`src/rtl/core/kitw_pkg.sv`:
```
`timescale 1ns / 1ps
// ----------------------------------------------------------------------------
// kitw_pkg
// Shared constants, register codes, types and helper functions for the
// k-mer index to word converter.
// ----------------------------------------------------------------------------
package kitw_pkg;

    // limits of the conversion
    localparam int MAX_WORD  = 32;
    localparam int MAX_ALPHA = 24;

    // field and register widths
    localparam int IDX_W      = 32;
    localparam int RADIX_W    = 5;
    localparam int LEN_W      = 6;
    localparam int DIGIT_W    = 5;
    localparam int SYM_W      = 8;
    localparam int POS_W      = 5;
    localparam int ADDR_W     = $clog2(MAX_WORD);
    localparam int CFG_IDX_W  = 3;
    localparam int CFG_DATA_W = 64;
    localparam int OUT_DATA_W = 16;

    // divider: quotient bits resolved per cycle and shift steps per digit
    localparam int DIV_STEP  = 4;
    localparam int DIV_CYC   = IDX_W / DIV_STEP;
    localparam int DIV_CNT_W = $clog2(DIV_CYC);

    // configuration register indexes
    localparam logic [CFG_IDX_W-1:0] REG_RADIX     = 3'd0;
    localparam logic [CFG_IDX_W-1:0] REG_WORD_LEN  = 3'd1;
    localparam logic [CFG_IDX_W-1:0] REG_ALPHA_MOD = 3'd2;
    localparam logic [CFG_IDX_W-1:0] REG_CHARS_LO  = 3'd3;
    localparam logic [CFG_IDX_W-1:0] REG_CHARS_MID = 3'd4;
    localparam logic [CFG_IDX_W-1:0] REG_CHARS_HI  = 3'd5;

    // request to the serial divider
    typedef struct packed {
        logic               start;
        logic [IDX_W-1:0]   dividend;
        logic [RADIX_W-1:0] divisor;
    } t_div_req;

    // result of the serial divider
    typedef struct packed {
        logic               done;
        logic [IDX_W-1:0]   quotient;
        logic [DIGIT_W-1:0] remainder;
    } t_div_res;

    // radix clamped to 2..MAX_ALPHA
    function automatic logic [RADIX_W-1:0] eff_radix(input logic [RADIX_W-1:0] r);
        logic [RADIX_W-1:0] res;
        res = r;
        if (r < RADIX_W'(2)) begin
            res = RADIX_W'(2);
        end else if (r > RADIX_W'(MAX_ALPHA)) begin
            res = RADIX_W'(MAX_ALPHA);
        end
        return res;
    endfunction

    // word length clamped to MAX_WORD
    function automatic logic [LEN_W-1:0] eff_len(input logic [LEN_W-1:0] l);
        logic [LEN_W-1:0] res;
        res = l;
        if (l > LEN_W'(MAX_WORD)) begin
            res = LEN_W'(MAX_WORD);
        end
        return res;
    endfunction

    // character code of a digit; bank three folds back onto bank zero
    function automatic logic [SYM_W-1:0] char_code(
        input logic [DIGIT_W-1:0]    d,
        input logic [CFG_DATA_W-1:0] lo,
        input logic [CFG_DATA_W-1:0] mid,
        input logic [CFG_DATA_W-1:0] hi
    );
        logic [CFG_DATA_W-1:0] bank;
        logic [2:0]            lane;
        unique case (d[4:3])
            2'd1:    bank = mid;
            2'd2:    bank = hi;
            default: bank = lo;
        endcase
        lane = d[2:0];
        return bank[{lane, 3'b000} +: SYM_W];
    endfunction

endpackage

```
`src/rtl/core/kitw_ram.sv`:
```
`timescale 1ns / 1ps
// ----------------------------------------------------------------------------
// kitw_ram
// Generic single write port, single read port RAM with registered read.
// ----------------------------------------------------------------------------
module kitw_ram #(
    parameter int WIDTH = 8,
    parameter int DEPTH = 32
) (
    input  logic                     i_clk,
    input  logic                     i_we,
    input  logic [$clog2(DEPTH)-1:0] i_waddr,
    input  logic [WIDTH-1:0]         i_wdata,
    input  logic                     i_re,
    input  logic [$clog2(DEPTH)-1:0] i_raddr,
    output logic [WIDTH-1:0]         o_rdata
);

    logic [WIDTH-1:0] r_mem [DEPTH];
    logic [WIDTH-1:0] r_rdata;

    // write port
    always_ff @(posedge i_clk) begin
        if (i_we) begin
            r_mem[i_waddr] <= i_wdata;
        end
    end

    // registered read, held while no read is issued
    always_ff @(posedge i_clk) begin
        if (i_re) begin
            r_rdata <= r_mem[i_raddr];
        end
    end

    assign o_rdata = r_rdata;

endmodule

```
`src/rtl/core/kitw_div.sv`:
```
`timescale 1ns / 1ps
// ----------------------------------------------------------------------------
// kitw_div
// Digit-serial restoring divider: divides the 32-bit index by the radix,
// shifting four dividend bits through the remainder each cycle.
// ----------------------------------------------------------------------------
module kitw_div (
    input  logic              i_clk,
    input  logic              i_rst_n,
    input  kitw_pkg::t_div_req i_req,
    output kitw_pkg::t_div_res o_res
);
    import kitw_pkg::*;

    logic [IDX_W-1:0]     r_q;
    logic [IDX_W-1:0]     n_q;
    logic [DIGIT_W-1:0]   r_rem;
    logic [DIGIT_W-1:0]   n_rem;
    logic [RADIX_W-1:0]   r_div;
    logic [DIV_CNT_W-1:0] r_cnt;
    logic                 r_busy;
    logic                 r_done;

    // four restoring steps; remainder stays below the divisor
    always_comb begin
        logic [DIGIT_W:0] trial;
        n_q   = r_q;
        n_rem = r_rem;
        for (int k = 0; k < DIV_STEP; k++) begin
            trial = {n_rem, n_q[IDX_W-1]};
            n_q   = {n_q[IDX_W-2:0], 1'b0};
            if (trial >= {1'b0, r_div}) begin
                n_rem  = DIGIT_W'(trial - {1'b0, r_div});
                n_q[0] = 1'b1;
            end else begin
                n_rem = trial[DIGIT_W-1:0];
            end
        end
    end

    // control: busy flag, step counter and done pulse
    always_ff @(posedge i_clk) begin
        if (!i_rst_n) begin
            r_busy <= 1'b0;
            r_done <= 1'b0;
            r_cnt  <= '0;
        end else begin
            r_done <= 1'b0;
            if (i_req.start) begin
                r_busy <= 1'b1;
                r_cnt  <= '0;
            end else if (r_busy) begin
                r_cnt <= r_cnt + DIV_CNT_W'(1);
                if (r_cnt == DIV_CNT_W'(DIV_CYC - 1)) begin
                    r_busy <= 1'b0;
                    r_done <= 1'b1;
                end
            end
        end
    end

    // datapath shift registers
    always_ff @(posedge i_clk) begin
        if (i_req.start) begin
            r_q   <= i_req.dividend;
            r_rem <= '0;
            r_div <= i_req.divisor;
        end else if (r_busy) begin
            r_q   <= n_q;
            r_rem <= n_rem;
        end
    end

    assign o_res.done      = r_done;
    assign o_res.quotient  = r_q;
    assign o_res.remainder = r_rem;

endmodule

```
`src/rtl/core/kmer_index_to_word.sv`:
```
`timescale 1ns / 1ps
// ----------------------------------------------------------------------------
// kmer_index_to_word
// Converts a k-mer index into its word of base-radix symbols, most
// significant first, one symbol per output transfer.
// ----------------------------------------------------------------------------
// Usage:
//   Slave stream (i_s_*) takes one 32-bit index per transfer. Master stream
//   (o_m_*) gives word_length symbols per index; tdata carries the symbol
//   and its position, tlast marks the final symbol of the word.
//   Configuration is written through i_cfg_we / i_cfg_idx / i_cfg_data while
//   the block is idle; unused indexes are ignored.
// Datapath:
//   Digits come from a serial divider resolving four quotient bits a cycle
//   and go to a 32-entry digit RAM. Each symbol is then read back by a
//   registered RAM read, then an output register load. A zero length word
//   gives no output. One index is in flight at a time.
// Reset and stalls:
//   Synchronous reset restores radix 4, length 8, raw digit mode and zero
//   character tables, and empties the output register. When the receiver
//   stalls, the output register holds its symbol and readout waits.
// ----------------------------------------------------------------------------
module kmer_index_to_word (
    input  logic                              i_clk,
    input  logic                              i_rst_n,
    // configuration write port
    input  logic                              i_cfg_we,
    input  logic [kitw_pkg::CFG_IDX_W-1:0]    i_cfg_idx,
    input  logic [kitw_pkg::CFG_DATA_W-1:0]   i_cfg_data,
    // input stream
    input  logic                              i_s_tvalid,
    output logic                              o_s_tready,
    input  logic [kitw_pkg::IDX_W-1:0]        i_s_tdata,   // word_index
    // output stream
    output logic                              o_m_tvalid,
    input  logic                              i_m_tready,
    output logic [kitw_pkg::OUT_DATA_W-1:0]   o_m_tdata,   // symbol[7:0], position[12:8]
    output logic                              o_m_tlast    // last_symbol
);
    import kitw_pkg::*;

    localparam logic [1:0] ST_IDLE = 2'd0;
    localparam logic [1:0] ST_DIV  = 2'd1;
    localparam logic [1:0] ST_RD   = 2'd2;
    localparam logic [1:0] ST_LD   = 2'd3;

    // configuration registers
    logic [RADIX_W-1:0]    r_radix;
    logic [LEN_W-1:0]      r_wlen;
    logic                  r_mode;
    logic [CFG_DATA_W-1:0] r_chars_lo;
    logic [CFG_DATA_W-1:0] r_chars_mid;
    logic [CFG_DATA_W-1:0] r_chars_hi;

    // sequencer
    logic [1:0]            r_state;
    logic [ADDR_W-1:0]     r_wa;
    logic [ADDR_W-1:0]     r_pos;
    logic [ADDR_W-1:0]     r_lastpos;

    // output register
    logic                  r_ovalid;
    logic [SYM_W-1:0]      r_osym;
    logic [POS_W-1:0]      r_opos;
    logic                  r_olast;

    logic [LEN_W-1:0]      len_eff;
    logic                  in_xfer;
    logic                  out_free;
    logic [DIGIT_W-1:0]    rd_digit;
    logic [SYM_W-1:0]      sym;
    t_div_req              div_req;
    t_div_res              div_res;

    assign len_eff    = eff_len(r_wlen);
    assign o_s_tready = (r_state == ST_IDLE);
    assign in_xfer    = i_s_tvalid && o_s_tready;
    assign out_free   = !r_ovalid || i_m_tready;

    // configuration writes
    always_ff @(posedge i_clk) begin
        if (!i_rst_n) begin
            r_radix     <= RADIX_W'(4);
            r_wlen      <= LEN_W'(8);
            r_mode      <= 1'b0;
            r_chars_lo  <= '0;
            r_chars_mid <= '0;
            r_chars_hi  <= '0;
        end else if (i_cfg_we) begin
            unique case (i_cfg_idx)
                REG_RADIX:     r_radix     <= i_cfg_data[RADIX_W-1:0];
                REG_WORD_LEN:  r_wlen      <= i_cfg_data[LEN_W-1:0];
                REG_ALPHA_MOD: r_mode      <= i_cfg_data[0];
                REG_CHARS_LO:  r_chars_lo  <= i_cfg_data;
                REG_CHARS_MID: r_chars_mid <= i_cfg_data;
                REG_CHARS_HI:  r_chars_hi  <= i_cfg_data;
                default: ;
            endcase
        end
    end

    // divider start: first digit from the input, later ones from the quotient
    always_comb begin
        div_req.divisor  = eff_radix(r_radix);
        div_req.dividend = i_s_tdata;
        div_req.start    = 1'b0;
        if (r_state == ST_IDLE) begin
            div_req.start = in_xfer && (len_eff != '0);
        end else if (r_state == ST_DIV) begin
            div_req.dividend = div_res.quotient;
            div_req.start    = div_res.done && (r_wa != '0);
        end
    end

    kitw_div u_div (
        .i_clk   (i_clk),
        .i_rst_n (i_rst_n),
        .i_req   (div_req),
        .o_res   (div_res)
    );

    // digit store, least significant digit written at the highest position
    kitw_ram #(
        .WIDTH (DIGIT_W),
        .DEPTH (MAX_WORD)
    ) u_digits (
        .i_clk   (i_clk),
        .i_we    ((r_state == ST_DIV) && div_res.done),
        .i_waddr (r_wa),
        .i_wdata (div_res.remainder),
        .i_re    (r_state == ST_RD),
        .i_raddr (r_pos),
        .o_rdata (rd_digit)
    );

    // symbol mapping
    assign sym = r_mode ? char_code(rd_digit, r_chars_lo, r_chars_mid, r_chars_hi)
                        : SYM_W'(rd_digit);

    // sequencer
    always_ff @(posedge i_clk) begin
        if (!i_rst_n) begin
            r_state <= ST_IDLE;
        end else begin
            unique case (r_state)
                ST_IDLE: begin
                    if (in_xfer && (len_eff != '0)) begin
                        r_state <= ST_DIV;
                    end
                end
                ST_DIV: begin
                    if (div_res.done && (r_wa == '0)) begin
                        r_state <= ST_RD;
                    end
                end
                ST_RD: begin
                    r_state <= ST_LD;
                end
                ST_LD: begin
                    if (out_free) begin
                        r_state <= (r_pos == r_lastpos) ? ST_IDLE : ST_RD;
                    end
                end
                default: r_state <= ST_IDLE;
            endcase
        end
    end

    // write and read pointers
    always_ff @(posedge i_clk) begin
        if ((r_state == ST_IDLE) && in_xfer) begin
            r_wa      <= ADDR_W'(len_eff - LEN_W'(1));
            r_lastpos <= ADDR_W'(len_eff - LEN_W'(1));
            r_pos     <= '0;
        end else if ((r_state == ST_DIV) && div_res.done && (r_wa != '0)) begin
            r_wa <= r_wa - ADDR_W'(1);
        end else if ((r_state == ST_LD) && out_free) begin
            r_pos <= r_pos + ADDR_W'(1);
        end
    end

    // output register valid
    always_ff @(posedge i_clk) begin
        if (!i_rst_n) begin
            r_ovalid <= 1'b0;
        end else if ((r_state == ST_LD) && out_free) begin
            r_ovalid <= 1'b1;
        end else if (i_m_tready) begin
            r_ovalid <= 1'b0;
        end
    end

    // output register payload
    always_ff @(posedge i_clk) begin
        if ((r_state == ST_LD) && out_free) begin
            r_osym  <= sym;
            r_opos  <= POS_W'(r_pos);
            r_olast <= (r_pos == r_lastpos);
        end
    end

    assign o_m_tvalid = r_ovalid;
    assign o_m_tdata  = {{(OUT_DATA_W - SYM_W - POS_W){1'b0}}, r_opos, r_osym};
    assign o_m_tlast  = r_olast;

endmodule

```
`config.mk`:
```
export PLATFORM = sky130hd
export DESIGN_NAME = kmer_index_to_word
export DESIGN_NICKNAME = d
export VERILOG_FILES = /design/src/rtl/core/kitw_pkg.sv /design/src/rtl/core/kitw_ram.sv /design/src/rtl/core/kitw_div.sv /design/src/rtl/core/kmer_index_to_word.sv
export SDC_FILE = /design/constraint.sdc
export NUM_CORES = 1
export LEC_CHECK = 0
export BUFFER_PORTS_ARGS = -buffer_cell sky130_fd_sc_hd__buf_2
export CAP_MARGIN = 5
export CORE_MARGIN = 10
export CORE_UTILIZATION = 60
export DETAILED_ROUTE_END_ITERATION = 10
export PLACE_DENSITY = 0.75
export SETUP_SLACK_MARGIN = 0.05
export SYNTH_ARGS = -nofsm -noshare
export SYNTH_HDL_FRONTEND = slang
export SYNTH_HIERARCHICAL = 1
export SYNTH_SLANG_ARGS = --single-unit
```
`constraint.sdc`:
```
create_clock -name i_clk -period 10 [get_ports i_clk]
set_input_delay 3 -clock i_clk [delete_from_list [all_inputs] [get_ports i_clk]]
set_output_delay 3 -clock i_clk [all_outputs]
set_load 0.01 [all_outputs]
```
# Yosys cells after proc, flatten, opt, wreduce, memory -nomap -nowiden
# Memories as Yosys holds them, arrays and structs flattened. A register that Yosys moved wholly into a read port is not among the register bits.
# Cells that the tools add are included.
[op_classes] add_sub_neg=8 multipliers=0 n_div=0 order_cmp=7 eq_ne=16 shifts=1 muxes=32 bitwise_logic=3 reduce_logical=30
[ops] operator="64-bit one-hot mux with 2 select lines" count=1
[ops] operator="32-bit 2-to-1 mux" count=3
[ops] operator="64-bit by 7-bit variable part select with 8-bit output" count=1
[ops] operator="5-bit 2-to-1 mux" count=8
[ops] operator="33-bit 2-to-1 mux" count=1
[ops] operator="6-bit by 5-bit greater-or-equal comparator with 1-bit output" count=4
[ops] operator="5-bit subtractor" count=4
[ops] operator="2-bit AND reduction" count=8
[ops] operator="1-bit 2-to-1 mux" count=13
[ops] operator="5-bit by 1-bit subtractor with 5-bit output, second input constant" count=2
[ops] operator="3-bit == test, second input constant" count=3
[ops] operator="1-bit logical AND" count=8
[ops] operator="2-bit 2-to-1 mux" count=4
[ops] operator="2-bit one-hot mux with 4 select lines" count=1
[ops] operator="2-bit == test, second input constant" count=3
[ops] operator="3-bit by 2-bit == test with 1-bit output, second input constant" count=2
[ops] operator="6-bit > comparator, second input constant" count=1
[ops] operator="6-bit 2-to-1 mux" count=1
[ops] operator="2-bit nonzero test" count=3
[ops] operator="6-bit nonzero test" count=1
[ops] operator="5-bit by 1-bit adder with 5-bit output, second input constant" count=1
[ops] operator="5-bit == test" count=1
[ops] operator="5-bit > comparator, second input constant" count=1
[ops] operator="5-bit zero test" count=1
[ops] operator="16 further kinds" count=21
[totals] reg_bits=283 latch_bits=0 mem_bits_rw=160 rom_bits=0 input_bits=104 out_inout_bits=19 wordCells=120 memories=1
[memory_table] memory="u_digits.r_mem" depth=32 word_bits=5 read_ports=1 rd_ports_with_merged_regs=1 wr=1 line_no="kitw_ram.sv:19" text="logic [WIDTH-1:0] r_mem [DEPTH];"

# Depth between registers and ports, before layout
[logic_depth] depth_word=10 ltp_mapped=32 ltp_nobuf=31

# Cells and area by module
# Netlist, hierarchy kept.
[modules_own_cells] mod="kmer_index_to_word" instances=1 cells_per_inst=1284 area_per_inst_um2=10630.2 seq_area_each_um2=4964.8
[modules_own_cells] mod="kitw_ram" instances=1 cells_per_inst=277 area_per_inst_um2=6394.9 seq_area_each_um2=4954.8
[modules_own_cells] mod="kitw_div" instances=1 cells_per_inst=236 area_per_inst_um2=2917.8 seq_area_each_um2=1311.3

# Least setup slack after synthesis
# No wires, ideal clock.
[synth_timing] path_kind="register to register" from="register u_div.r_rem[2]" to="register u_div.r_rem[3]" setup_time_ps=141 arrival_time_ps=7017 t_required_ps=9859 setup_slack_ps=2842 stages_incl_launch_ff=28 n_path_buf=1 period_less_slack_ps=7158 path_cell_list="dfxtp_1 > ha_1 > a21oi_4 > o22ai_2 > or3_1 > buf_6 > mux2_2 > ha_1 > a41o_1 > o22a_1 > a211oi_4 > mux2_2 > fa_1 > nand2b_1 > o2bb2ai_1 > a21oi_1 > a211oi_1 > mux2i_2 > mux2i_1 > fa_1 > a21o_1 > a21o_1 > a21o_1 > a21oi_1 > o41ai_1 > a221oi_4 > mux2i_1 > a211oi_1"
[synth_via] elab_chain_cells=8 elab_cells_between_ends=12 cone_classes="add/sub: 4; order compare: 4; mux: 4"
[synth_rtl] element="start: declaration" line_no="kitw_div.sv:17" text="logic [DIGIT_W-1:0] r_rem;"
[synth_rtl] element="start signal: assignment" line_no="kitw_div.sv:70" text="r_rem <= n_rem;"
[synth_rtl] element="5-bit subtractor / 6-bit by 5-bit greater-or-equal comparator with 1-bit output (equally long branches)" line_no="kitw_div.sv:33, kitw_div.sv:32"
[synth_rtl] element="5-bit 2-to-1 mux (*)" line_no="kitw_div.sv:32" text="if (trial >= {1'b0, r_div}) begin"
[synth_rtl] element="5-bit subtractor / 6-bit by 5-bit greater-or-equal comparator with 1-bit output (equally long branches)" line_no="kitw_div.sv:33, kitw_div.sv:32"
[synth_rtl] element="5-bit 2-to-1 mux (*)" line_no="kitw_div.sv:32"
[synth_rtl] element="6-bit by 5-bit greater-or-equal comparator with 1-bit output / 5-bit subtractor (equally long branches)" line_no="kitw_div.sv:32, kitw_div.sv:33"
[synth_rtl] element="5-bit 2-to-1 mux (*)" line_no="kitw_div.sv:32"
[synth_rtl] element="5-bit subtractor / 6-bit by 5-bit greater-or-equal comparator with 1-bit output (equally long branches)" line_no="kitw_div.sv:33, kitw_div.sv:32"
[synth_rtl] element="5-bit 2-to-1 mux (*)" line_no="kitw_div.sv:32"
# Mark *: on every way between the ends. The rest lies on a longest branch, timed or not.
# A chain may end at the register's enable or synchronous reset.

# Final worst setup path
[layout_timing] from="register u_div.r_rem[3]" to="register u_div.r_rem[3]"
[layout_via] elab_chain_cells=8 elab_cells_between_ends=12 cone_classes="add/sub: 4; order compare: 4; mux: 4"
[layout_rtl] element="5-bit subtractor / 6-bit by 5-bit greater-or-equal comparator with 1-bit output (equally long branches)" line_no="kitw_div.sv:33, kitw_div.sv:32"
[layout_rtl] element="5-bit 2-to-1 mux (*)" line_no="kitw_div.sv:32"
[layout_rtl] element="6-bit by 5-bit greater-or-equal comparator with 1-bit output / 5-bit subtractor (equally long branches)" line_no="kitw_div.sv:32, kitw_div.sv:33"
[layout_rtl] element="5-bit 2-to-1 mux (*)" line_no="kitw_div.sv:32"
[layout_rtl] element="5-bit subtractor / 6-bit by 5-bit greater-or-equal comparator with 1-bit output (equally long branches)" line_no="kitw_div.sv:33, kitw_div.sv:32"
[layout_rtl] element="5-bit 2-to-1 mux (*)" line_no="kitw_div.sv:32"
[layout_rtl] element="5-bit subtractor / 6-bit by 5-bit greater-or-equal comparator with 1-bit output (equally long branches)" line_no="kitw_div.sv:33, kitw_div.sv:32"
[layout_rtl] element="5-bit 2-to-1 mux (*)" line_no="kitw_div.sv:32"
# Marks and branches as above.

==> flow_metrics.py <==
metrics = {
    "run_status": {
        "status": "finished, final reports clean",
    },
    "floorplan": {
        "die_h_um": 202.3,
        "io_pins": 123,
        "core_um2": 32700,
        "initial_core_util": 0.6098,
        "rows": 66,
        "dieArea_um2": 40930,
        "die_w_um": 202.3,
    },
    "worst_setup_path": {
        "rr_startpoint": "u_div/r_rem[3]",
        "critical_path_class": "reg -> reg",
        "critPathBufInv": 1,
        "start_kind": "flop",
        "cp_max_fo": 35,
        "crit_required_ps": 10400,
        "r2r.worst_path.cells": 26,
        "cpMostUsedCell": "a21o_1",
        "path_delay_family": "compound AO/OA/AOI/OAI gates",
        "ff2ff_setup_slack_ps": 1740,
        "slowest_stage": "dfxtp_1",
        "reg2reg_to": "u_div/r_rem[3]",
        "critical_path.max_stage_delay_ps": 1070,
        "cp.arrival_ps": 8660,
        "critPathCaptureType": "flop",
    },
    "logic_synthesis": {
        "synth-edff-count": 226,
        "synth-seq-area-share": 0.5631,
        "synth_cell_types": 74,
        "synth.most_common_cell": "nand2_1",
        "synth_common_cells": "nand2_1 (432), edfxtp_1 (226), dfxtp_1 (222)",
        "ys_top_cells_by_area": "edfxtp_1 (34%), dfxtp_1 (22%), nand2_1 (8.1%), mux4_2 (6.8%), a21oi_1 (5.5%)",
        "synth.avg_cell_area_um2": 11.10,
        "synth.top_cell.area_share": 0.3403,
        "postSynthCellCount": 1797,
        "ys_async_sr_fraction": 0,
        "syn_area_um2": 19940,
        "yosysWarnings": 6,
        "synth_flop_cell": "edfxtp_1",
        "ys_ff_latch": 448,
        "synth_top_area_cell": "edfxtp_1",
    },
    "clock_tree": {
        "post_cts_buffers": 0,
        "clock-sinks": 448,
        "insertion_delay_ps": 560,
        "cts_resized": 0,
        "cts_root_buf": "clkbuf_16",
        "ctsHtreeMaxLevel": 2,
        "cts_buffer_depth": 3,
        "cts_inserted_buffers": 45,
        "clk_pin_slew_ps": 60,
        "cts_tree": "done",
        "cts_hold_buf": 0,
    },
    "placed_design": {
        "place.detailed.hpwl_um": 30700,
        "placed_cell_area_um2": 20650,
        "numPortBuffers": 119,
        "gp_congestion": 0.8572,
    },
    "final_layout": {
        "synthToLayoutAreaGrowth_pct": 11.39,
        "seq_area_um2": 11230,
        "n_antenna_cell": 0,
        "drive_gt1_frac": 0.1958,
        "design_area_um2": 22210,
        "multi_input_area_um2": 8013,
        "nets": 1996,
        "fillers": 2430,
    },
    "power_and_ir_drop": {
        "peakVddDrop_v": 0.0005087,
        "leakagePower_nw": 7.601,
        "powerDensity_nw_per_um2": 225.2,
    },
    "grt": {
        "grt_start_max_net_pins": 109,
        "grt_pass1_vias": 13750,
        "grt-ovfl-total": 0,
        "antenna_found_initial": 0,
        "grt_pass1_wl_um": 78500,
        "grtUsageTotal": 0.2368,
    },
    "routing": {
        "drtIter0Drc": 1398,
        "antenna_left": 0,
        "drtPass1Iterations": 7,
        "viasPerCell": 6.106,
        "wl_per_cell_um": 21.41,
        "drc": 0,
        "routed_wl_um": 50030,
        "vias": 14270,
    },
    "flow_run": {
        "cap_viol_max_count": 0,
    },
    "timing": {
        "fmax_mhz": 121.0,
        "finalCritPeriodShare": 0.8261,
        "hold_slack_ps": 453.0,
        "rsz0062_at_grt": "false",
        "setup_tns_ps": 0,
        "skew_ps": 14.99,
        "fin_crit_ps": 8261,
        "hold_viol": 0,
        "slew_violations": 0,
        "slew_headroom": 0.2440,
        "worstMarginPinSlew_ps": 1132,
        "setup_viol": 0,
    },
    "min_path": {
        "hold_start": "r_chars_lo[63]",
        "hold-path-endpoint": "r_chars_lo[63]",
        "min_path_type": "reg -> reg",
        "whs_path_depth": 2,
    },
}
-- routing by layer --
metal / wire, um / track usage / up-vias
met5: 0 / 0 / -
met2: 24040 / 0.3819 / 612
met1: 20830 / 0.3198 / 6998
met3: 3869 / 0.04158 / 83
met4: 1282 / 0.07594 / 0
li1: - / - / 6576
-- worst max path at each step --
stage              startpoint              to  slack [ps]  cells after the start
3_5_place_dp   u_div/r_rem[3]  u_div/r_rem[3]        1750                     26
3_3_place_gp   u_div/r_rem[3]  u_div/r_rem[3]        1990                     26
2_1_floorplan  u_div/r_rem[2]  u_div/r_rem[3]        2840                     27
6_report       u_div/r_rem[3]  u_div/r_rem[3]        1740                     26
5_1_grt        u_div/r_rem[3]  u_div/r_rem[4]        1180                     27
4_1_cts        u_div/r_rem[3]  u_div/r_rem[3]        1770                     26
-- cells by family after synthesis --
| family | count (synthesis) | synth area share |
|---|---|---|
| and+or+nand+nor | 602 | 0.1255 |
| DFF | 448 | 0.5631 |
| AOI/OAI and AO/OA | 360 | 0.1119 |
| muxes | 171 | 0.1283 |
| buffers and inverters | 155 | 0.03695 |
| adders and majority gates | 33 | 0.02221 |
| xor gates and xnor gates | 27 | 0.01186 |
| other | 1 | 0.0001880 |
-- layout make-up --
class	instances	share of cell area
Clock inverter	19	0.008956
Sequential cell	448	0.5057
Inverter	30	0.005295
Tap cell	442	0.02490
Timing Repair Buffer	138	0.03323
Clock buffer	64	0.06123
Multi-Input combinational cell	1196	0.3607
-- registers in the layout, indices dropped and copies added, names as in the netlist, 2 cells and up --
signal            cells
u_div/r_q            32
u_div/r_cnt           3
r_lastpos             5
r_chars_mid          64
r_wa                  5
u_digits/o_rdata      5
r_pos                 5
u_div/r_div           5
u_digits/r_mem      160
r_chars_lo           64
r_radix               5
r_opos                5
r_wlen                6
r_osym                8
r_state               2
u_div/r_rem           5
r_chars_hi           64
-- power by group --
group	switching (mW)	internal, mW	total [mW]
Clock	0.711	1.03	1.74
Sequential	0.0579	2.06	2.12
Combinational	0.629	0.511	1.14
-- stage by stage --
| stage | power (mW) | instances | worst slack, ps | util |
|---|---|---|---|---|
| after floorplan | 3.049 | 1799 | 2842 | - |
| after global placement | 3.262 | 2254 | 1989 | 0.6316 |
| after detailed placement | 3.296 | 2254 | 1755 | 0.6316 |
| after CTS | 5.022 | 2337 | 1770 | 0.6793 |
| after global routing | 5.221 | 2337 | 1184 | 0.6793 |
| final | 5.003 | 2337 | 1739 | 0.6793 |
-- layout by cell type (no fill, tap or decap), types with 4 or more instances in the layout --
master and n:
nand2b_1 18, clkinv_1 4, fa_1 4, mux2_1 4, and2_1 5, buf_4 19, nor2_1 85, ha_1 27
a21oi_1 219, xnor2_1 19, nand3_1 6, mux2i_1 36, a22oi_1 20, clkinv_2 9, clkbuf_1 5, a22o_1 7
a21o_1 8, mux4_2 60, xor2_1 8, buf_2 119, a211oi_1 22, mux2_2 70, dfxtp_1 220, nand2_1 432
clkbuf_16 47, nor3_1 16, edfxtp_1 226, nand3b_1 8, a31oi_1 4, a221oi_1 28, o21ai_0 16, inv_1 28
clkbuf_8 12
-- worst reg2reg max path: stages, from the launching register on --
cell,delay [ps]
dfxtp_1,1070
ha_1,400
inv_1,110
o22ai_2,100
or3_1,490
mux2_2,350
ha_1,350
a41o_1,230
o22a_1,200
a211oi_4,430
mux2_2,440
fa_1,440
nand2b_1,160
o2bb2ai_1,150
a21oi_1,310
a211oi_1,100
mux2i_2,490
mux2i_1,260
fa_1,490
a21o_1,170
a21o_1,170
a21o_1,170
a21oi_1,170
o41ai_1,130
a221oi_4,410
mux2i_1,240
a211oi_1,90
Note: power is estimated with default switching activity, not from simulation.
